--- src/sv/sbp_pkg.sv ---
// Shared types and constants for the six-button pad interface.
// No dependencies; imported by sbp_line_map and six_button_pad_bank_mux.
`default_nettype none

package sbp_pkg;

  // Request codes carried in req_type
  typedef enum logic [1:0] {
    REQ_SELECT = 2'd0,
    REQ_BUTTON = 2'd1,
    REQ_TICK   = 2'd2,
    REQ_NOP    = 2'd3
  } req_t;

  // Configuration register indexes
  typedef enum logic [1:0] {
    CFG_TIMEOUT    = 2'd0,
    CFG_SWITCH_OFF = 2'd1,
    CFG_WRAP       = 2'd2,
    CFG_UNUSED     = 2'd3
  } cfg_idx_t;

  // Button positions in the held vector
  localparam int unsigned NumButtons = 12;
  localparam int unsigned BtnUp      = 0;
  localparam int unsigned BtnDown    = 1;
  localparam int unsigned BtnLeft    = 2;
  localparam int unsigned BtnRight   = 3;
  localparam int unsigned BtnA       = 4;
  localparam int unsigned BtnB       = 5;
  localparam int unsigned BtnC       = 6;
  localparam int unsigned BtnStart   = 7;
  localparam int unsigned BtnX       = 8;
  localparam int unsigned BtnY       = 9;
  localparam int unsigned BtnZ       = 10;
  localparam int unsigned BtnMode    = 11;

  localparam int unsigned TickW   = 24;
  localparam int unsigned BankW   = 3;
  localparam int unsigned WrapW   = 4;

  localparam logic [TickW-1:0] TickMax      = '1;
  localparam logic [TickW-1:0] TimeoutReset = 24'd1600;
  localparam logic [WrapW-1:0] WrapReset    = 4'd4;

  // Bank codes with their own line maps
  localparam logic [BankW-1:0] BankTwo   = 3'd2;
  localparam logic [BankW-1:0] BankThree = 3'd3;

  typedef logic [NumButtons-1:0] buttons_t;

  // Levels on the pad port
  typedef struct packed {
    logic [3:0] data;
    logic       tl;
    logic       tr;
    logic       th;
  } lines_t;

endpackage

`default_nettype wire

--- src/sv/sbp_line_map.sv ---
// Line multiplexer: maps button state, select level and bank to pad line levels.
// Depends on sbp_pkg.
`default_nettype none

module sbp_line_map
  import sbp_pkg::*;
(
  input  wire buttons_t         buttons,
  input  wire logic             sel_level,
  input  wire logic [BankW-1:0] bank,
  output lines_t                lines
);

  buttons_t lvl;

  // Lines are active low: a pressed button reads 0
  assign lvl = ~buttons;

  always_comb begin
    lines = '0;
    if (bank <= BankThree) begin
      lines.th = 1'b1;
      if (sel_level) begin
        lines.tl = lvl[BtnB];
        lines.tr = lvl[BtnC];
        if (bank == BankThree) begin
          lines.data = {lvl[BtnMode], lvl[BtnX], lvl[BtnY], lvl[BtnZ]};
        end else begin
          lines.data = {lvl[BtnRight], lvl[BtnLeft], lvl[BtnDown], lvl[BtnUp]};
        end
      end else begin
        lines.tl = lvl[BtnA];
        lines.tr = lvl[BtnStart];
        if (bank == BankThree) begin
          lines.data = 4'hF;
        end else if (bank == BankTwo) begin
          lines.data = 4'h0;
        end else begin
          lines.data = {2'b00, lvl[BtnDown], lvl[BtnUp]};
        end
      end
    end
  end

endmodule

`default_nettype wire

--- src/sv/six_button_pad_bank_mux.sv ---
// Six-button pad interface top level: state update, config registers, result register.
// Depends on sbp_pkg and sbp_line_map.
// The result is registered: it is valid in the output register in the cycle after the input transfer.
// Throughput: one item per cycle; the output register holds a stalled result and
// input ready follows output ready when that register is full.
// Reset (synchronous, rst_n low): no buttons held, select low, bank 0, tick count 0,
// timeout 1600, bank switching on, wrap 4, output register empty.
`default_nettype none

module six_button_pad_bank_mux
  import sbp_pkg::*;
(
  input  wire logic             clk,
  input  wire logic             rst_n,
  // input channel
  input  wire logic             in_valid,
  output logic                  in_ready,
  input  wire logic [1:0]       in_req_type,
  input  wire logic             in_th_level,
  input  wire logic [3:0]       in_button_index,
  input  wire logic             in_button_down,
  // result channel
  output logic                  out_valid,
  input  wire logic             out_ready,
  output logic [3:0]            out_data_lines,
  output logic                  out_line_tl,
  output logic                  out_line_tr,
  output logic                  out_line_th,
  output logic [BankW-1:0]      out_bank_now,
  // configuration port
  input  wire logic             cfg_we,
  input  wire logic [1:0]       cfg_index,
  input  wire logic [TickW-1:0] cfg_wdata
);

  // Next bank after a rising edge: (bank + 1) mod wrap, kept in 3 bits
  function automatic logic [BankW-1:0] wrap_next(input logic [BankW-1:0] bank,
                                                  input logic [WrapW-1:0] wrap);
    logic [WrapW-1:0] inc;
    logic [WrapW-1:0] res;
    inc = {1'b0, bank} + 4'd1;
    case (wrap)
      4'd0, 4'd1: res = '0;
      4'd2:       res = {3'b000, inc[0]};
      4'd3:       res = (inc >= 4'd6) ? inc - 4'd6 : ((inc >= 4'd3) ? inc - 4'd3 : inc);
      4'd4:       res = {2'b00, inc[1:0]};
      default:    res = (inc >= wrap) ? inc - wrap : inc;
    endcase
    return res[BankW-1:0];
  endfunction

  // Configuration registers
  logic [TickW-1:0] timeout_r;
  logic             switch_off_r;
  logic [WrapW-1:0] wrap_r;

  // Pad state
  buttons_t         buttons_r, buttons_nxt;
  logic             sel_r, sel_nxt;
  logic [BankW-1:0] bank_r, bank_nxt;
  logic [TickW-1:0] ticks_r, ticks_nxt;

  // Result register
  logic             out_valid_r;
  lines_t           out_lines_r;
  logic [BankW-1:0] out_bank_r;

  logic             in_fire;
  logic [BankW-1:0] bank_pre;
  logic [BankW-1:0] bank_mid;
  lines_t           lines_nxt;
  req_t             req;

  assign req      = req_t'(in_req_type);
  assign in_ready = !out_valid_r || out_ready;
  assign in_fire  = in_valid && in_ready;

  // Write configuration registers; out-of-range indexes are dropped
  always_ff @(posedge clk) begin
    if (!rst_n) begin
      timeout_r    <= TimeoutReset;
      switch_off_r <= 1'b0;
      wrap_r       <= WrapReset;
    end else if (cfg_we) begin
      unique case (cfg_idx_t'(cfg_index))
        CFG_TIMEOUT:    timeout_r    <= cfg_wdata;
        CFG_SWITCH_OFF: switch_off_r <= cfg_wdata[0];
        CFG_WRAP:       wrap_r       <= cfg_wdata[WrapW-1:0];
        default:        ;
      endcase
    end
  end

  // Apply the request between two timeout checks
  always_comb begin
    bank_pre    = (bank_r != '0 && ticks_r >= timeout_r) ? '0 : bank_r;
    bank_mid    = bank_pre;
    buttons_nxt = buttons_r;
    sel_nxt     = sel_r;
    ticks_nxt   = ticks_r;
    case (req)
      REQ_SELECT: begin
        if (in_th_level != sel_r) begin
          sel_nxt = in_th_level;
          if (in_th_level) begin
            bank_mid  = (switch_off_r || wrap_r == '0) ? '0 : wrap_next(bank_pre, wrap_r);
            ticks_nxt = '0;
          end
        end
      end
      REQ_BUTTON: begin
        for (int i = 0; i < NumButtons; i++) begin
          if (in_button_index == 4'(i)) begin
            buttons_nxt[i] = in_button_down;
          end
        end
      end
      REQ_TICK: begin
        if (ticks_r != TickMax) begin
          ticks_nxt = ticks_r + 1'b1;
        end
      end
      default: ;
    endcase
    bank_nxt = (bank_mid != '0 && ticks_nxt >= timeout_r) ? '0 : bank_mid;
  end

  sbp_line_map u_line_map (
    .buttons   (buttons_nxt),
    .sel_level (sel_nxt),
    .bank      (bank_nxt),
    .lines     (lines_nxt)
  );

  // Advance pad state on each input transfer
  always_ff @(posedge clk) begin
    if (!rst_n) begin
      buttons_r <= '0;
      sel_r     <= 1'b0;
      bank_r    <= '0;
      ticks_r   <= '0;
    end else if (in_fire) begin
      buttons_r <= buttons_nxt;
      sel_r     <= sel_nxt;
      bank_r    <= bank_nxt;
      ticks_r   <= ticks_nxt;
    end
  end

  // Result register: load on input transfer, hold while stalled
  always_ff @(posedge clk) begin
    if (!rst_n) begin
      out_valid_r <= 1'b0;
    end else if (in_fire) begin
      out_valid_r <= 1'b1;
    end else if (out_ready) begin
      out_valid_r <= 1'b0;
    end
  end

  always_ff @(posedge clk) begin
    if (in_fire) begin
      out_lines_r <= lines_nxt;
      out_bank_r  <= bank_nxt;
    end
  end

  assign out_valid      = out_valid_r;
  assign out_data_lines = out_lines_r.data;
  assign out_line_tl    = out_lines_r.tl;
  assign out_line_tr    = out_lines_r.tr;
  assign out_line_th    = out_lines_r.th;
  assign out_bank_now   = out_bank_r;

`ifndef ASSERT_OFF
  // Reported bank tracks the state after the transfer
  a_bank_matches: assert property (@(posedge clk) disable iff (!rst_n)
    in_fire |=> (out_bank_now == bank_r))
    else $error("reported bank differs from bank state");

  // Rising select edge with switching off lands on bank 0 and clears ticks
  a_switch_off: assert property (@(posedge clk) disable iff (!rst_n)
    (in_fire && req == REQ_SELECT && in_th_level && !sel_r && switch_off_r)
      |=> (bank_r == '0 && ticks_r == '0))
    else $error("rising edge with switching off did not clear bank");

  // TH line is low exactly for banks above three
  a_th_bank: assert property (@(posedge clk) disable iff (!rst_n)
    out_valid |-> (out_line_th == (out_bank_now <= BankThree)))
    else $error("TH level inconsistent with bank");

  // Saturated tick count stays put unless a rising edge clears it
  a_tick_sat: assert property (@(posedge clk) disable iff (!rst_n)
    (ticks_r == TickMax) |=> (ticks_r == TickMax || ticks_r == '0))
    else $error("tick count left saturation");

  // A stalled result is not overwritten
  a_no_overwrite: assert property (@(posedge clk) disable iff (!rst_n)
    (out_valid_r && !out_ready) |-> !in_fire)
    else $error("input transferred over a stalled result");
`endif

endmodule

`default_nettype wire

--- config.mk ---
export PLATFORM = sky130hd
export DESIGN_NAME = six_button_pad_bank_mux
export DESIGN_NICKNAME = d
export VERILOG_FILES = /design/src/sv/sbp_pkg.sv /design/src/sv/sbp_line_map.sv /design/src/sv/six_button_pad_bank_mux.sv
export SDC_FILE = /design/constraint.sdc
export NUM_CORES = 1
export LEC_CHECK = 0
export BUFFER_PORTS_ARGS = -buffer_cell sky130_fd_sc_hd__buf_2
export CORE_MARGIN = 1.5
export CORE_UTILIZATION = 40
export CTS_CLUSTER_DIAMETER = 200
export DETAILED_ROUTE_END_ITERATION = 6
export PLACE_DENSITY = 0.54
export SLEW_MARGIN = 15
export SYNTH_ARGS = -nofsm -noshare
export SYNTH_HDL_FRONTEND = slang
export SYNTH_SLANG_ARGS = --single-unit
--- constraint.sdc ---
create_clock -name clk -period 7.6 [get_ports clk]
set_clock_uncertainty 0.05 [all_clocks]
set_input_delay 1.52 -clock clk [delete_from_list [all_inputs] [get_ports clk]]
set_output_delay 1.52 -clock clk [all_outputs]
set_load 0.02 [all_outputs]
==> flow_metrics.py <==
metrics = {
    "route": {
        "routed_wirelength_um": 14400,
        "drt-wirelength-per-cell_um": 15.2,
        "drt_first_pass_iters": 4,
        "drtIter0Drc": 412,
        "drc_errors": 0,
        "vias": 5147,
        "via_per_inst": 5.46,
        "ant_nets": 0,
    },
    "die": {
        "coreArea_um2": 14400,
        "row_count": 44,
        "dieArea_um2": 15400,
        "die_y_um": 124,
        "ios": 51,
        "die_w_um": 124,
        "initial_core_util_pct": 40.7,
    },
    "worst_hold_path": {
        "min-delay-path-class": "flip-flop to flip-flop",
    },
    "finish": {
        "final_cell_count_no_fill": 943,
        "num-nets-final": 851,
        "diodes": 0,
        "areaGrowthSynthToFinish_pct": 11.6,
        "drive_gt1_share_pct": 13.2,
        "design_area_um2": 6550,
    },
    "timing": {
        "setup_viol": 0,
        "fin_crit_sh_pct": 72.8,
        "drv_slew": 0,
        "worstMarginPinSlew_ns": 1.00,
        "hold_violations": 0,
        "fmax_ghz": 0.181,
        "fin_crit_ns": 5.53,
        "rsz0062_at_grt": "no",
        "tns_ns": 0,
        "slew_headroom_pct": 31.4,
    },
    "worst_setup_path": {
        "ff2ff_setup_slack_ns": 2.07,
        "crit_required_ns": 7.75,
        "reg2reg_to": "out_data_lines[1]",
        "cp.arrival_ns": 5.68,
        "crit_path_end_kind": "flip-flop",
        "rr_startpoint": "ticks_r[0]",
        "start_kind": "flip-flop",
        "startpoint": "ticks_r[0]",
        "cp_slowest_cell": "fa_1",
        "worstSetupPathType": "flip-flop to flip-flop",
        "cp_max_fo": 11,
        "critPathMaxStageDelay_ns": 0.47,
        "ff2ff_path_depth": 18,
        "cp_cell_sequence": "inv_1, ha_1, nand2b_1, a211oi_2, o221a_1, o211a_1, and3_1, inv_1, ha_1, fa_1, a21boi_0, o21ai_1, nor3_1, a211oi_1, mux2i_1, o21ai_1, o311ai_0, mux2i_1",
        "cp-endpoint": "out_data_lines[1]",
    },
    "cts": {
        "cts_setup_buffers": 0,
        "path_clk_slew_ns": 0.06,
        "cts_tree": "done",
        "clk_path_buf_depth": 2,
        "cts_made_buffers": 9,
        "clk_latency_ns": 0.35,
        "postCtsHoldBufs": 0,
        "clock-sinks": 80,
        "ctsResizeCount": 0,
        "cts_htree_levels": 3,
        "cts_root_buffer": "clkbuf_16",
    },
    "power": {
        "p_int_uw": 740,
        "power.switching_uw": 273,
        "pwr-share-clk_pct": 43.9,
        "vdd_drop_max_mv": 0.0974,
        "p_per_area_nw_per_um2": 155,
        "power_leakage_nw": 2.67,
        "swShare_pct": 27.0,
        "combPwrFrac_pct": 12.2,
        "total_power_mw": 1.01,
        "p_seq_share_pct": 43.9,
    },
    "global_route": {
        "antenna_found_initial": 0,
        "grt_max_degree": 75,
        "grt_pass1_wl_um": 23500,
        "grt_usage_pct": 19.6,
        "grt_pass1_vias": 4820,
        "grt-ovfl-total": 0,
    },
    "place": {
        "routabilityCongestion": 0.834,
        "dp.cells": 928,
        "hpwl_um": 10400,
        "placed_area_um2": 6250,
        "port_buffers": 50,
    },
    "synthesis": {
        "async_reset_ff_share_pct": 0,
        "netlist_area_um2": 5860,
        "synth_edf_count": 10,
        "synth-seq-cells": 80,
        "synth_cells": 722,
        "synth_cell_types": 76,
        "synthesis.nets": 818,
        "synth_flop_cell": "dfxtp_1",
        "syn_avg_cell_area_um2": 8.12,
        "ys_seq_area_share_pct": 29.0,
        "yosysWarnings": 0,
    },
    "job": {
        "drv_cap": 0,
    },
    "run_status": {
        "status": "finished clean",
    },
}
[worst min-delay path by stage]
stage | start | end | slack [ns] | cells past startpoint
floorplan | buttons_r[4] | buttons_r[4] | 0.39 | 2
global placement | buttons_r[4] | buttons_r[4] | 0.40 | 2
detailed placement | timeout_r[21] | timeout_r[21] | 0.41 | 2
CTS | timeout_r[21] | timeout_r[21] | 0.42 | 2
global route | timeout_r[13] | timeout_r[13] | 0.44 | 2
finish | timeout_r[11] | timeout_r[11] | 0.42 | 2
[state kept, by name, summed over array words and instances (netlist names)]
| signal | cells |
|---|---|
| out_bank_now | 3 |
| wrap_r | 4 |
| timeout_r | 24 |
| bank_r | 3 |
| sel_r | 1 |
| out_data_lines | 4 |
| out_line_tr | 1 |
| buttons_r | 12 |
| out_valid | 1 |
| out_line_tl | 1 |
| ticks_r | 24 |
| out_line_th | 1 |
| switch_off_r | 1 |
[per-stage QoR]
step	hold slack [ns]	setup slack, ns	util (%)
after floorplan	0.390	2.33	-
after global placement	0.404	2.03	43.4
after detailed placement	0.409	1.91	43.4
after CTS	0.418	2.11	45.4
after global routing	0.441	1.65	45.4
final	0.415	2.07	45.4
[cell families after synthesis]
family	Yosys count	synth area share (%)
AND/OR/NAND/NOR	305	25.6
AO/OA/AOI/OAI	158	20.0
flip-flops	80	29.0
buffers and inverters	73	5.08
adder cells (fa/ha/maj)	57	12.3
multiplexers	27	4.67
XOR/XNOR	22	3.29
[cells in the mapped netlist (3+ instances only)]
cell type	n	area, um^2
nand2_1	128	480
dfxtp_1	70	1400
ha_1	56	701
nor2_1	44	165
nand3_1	39	195
a21boi_0	37	278
inv_1	37	139
a21oi_1	33	165
clkbuf_1	29	109
mux2i_1	24	240
nor2b_1	21	131
o21ai_0	18	90.1
nand4_1	14	87.6
xor2_1	12	105
edfxtp_1	10	300
xnor2_1	10	87.6
nor3_1	9	45.0
o31ai_1	7	52.6
a211oi_1	6	45.0
a21o_1	6	45.0
and2_1	6	37.5
nand2b_1	6	37.5
o211a_1	6	60.1
o211ai_1	5	37.5
a22oi_1	4	30.0
and3_1	4	25.0
o21ai_1	4	20.0
or2_2	4	25.0
buf_6	3	33.8
mux2_2	3	33.8
nand3b_1	3	22.5
o2111ai_1	3	26.3
o22ai_1	3	18.8
o311ai_0	3	26.3
[cell usage in the layout (no fill, tap or decap), types with 12 or more instances in the layout]
cell type and instances:
o21ai_0 18, inv_1 37, nor2_1 44, xor2_1 12, dfxtp_1 70, a21oi_1 33
nand4_1 14, buf_2 50, ha_1 56, mux2i_1 24, nand3_1 39, nand2_1 128
a21boi_0 37, nor2b_1 21
[worst max-delay path: cells and delay by family, from the launching register on]
| family | cells | cell delay (ns) |
|---|---|---|
| adders and majority gates | 3 | 1.18 |
| buffers and inverters | 2 | 0.17 |
| muxes | 2 | 0.37 |
| AOI/OAI and AO/OA | 8 | 2.52 |
| DFF | 1 | 0.38 |
| and+or+nand+nor | 3 | 0.68 |
[layout make-up]
class | count | area (um^2)
Timing Repair Buffer | 57 | 303
Clock buffer | 9 | 225
Multi-Input combinational cell | 569 | 3880
Sequential cell | 80 | 1700
Tap cell | 184 | 230
Clock inverter | 6 | 68.8
Fill cell | 1464 | 7880
Inverter | 38 | 143
[routing by layer]
layer	track usage, %	wire (um)	up-vias
met2	32.8	6650	83
met1	24.9	7030	2418
li1	-	-	2632
met5	0	0	-
met3	3.57	438	14
met4	7.95	224	0
[power by group through the flow]
stage / Clock (mW) / Combinational (mW) / Sequential (mW)
6_report: 0.445 / 0.123 / 0.445
3_5_place_dp: 0 / 0.123 / 0.454
3_3_place_gp: 0 / 0.121 / 0.454
5_1_grt: 0.473 / 0.138 / 0.446
4_1_cts: 0.457 / 0.124 / 0.445
2_1_floorplan: 0 / 0.0822 / 0.456
(Power assumes the default switching activity.)
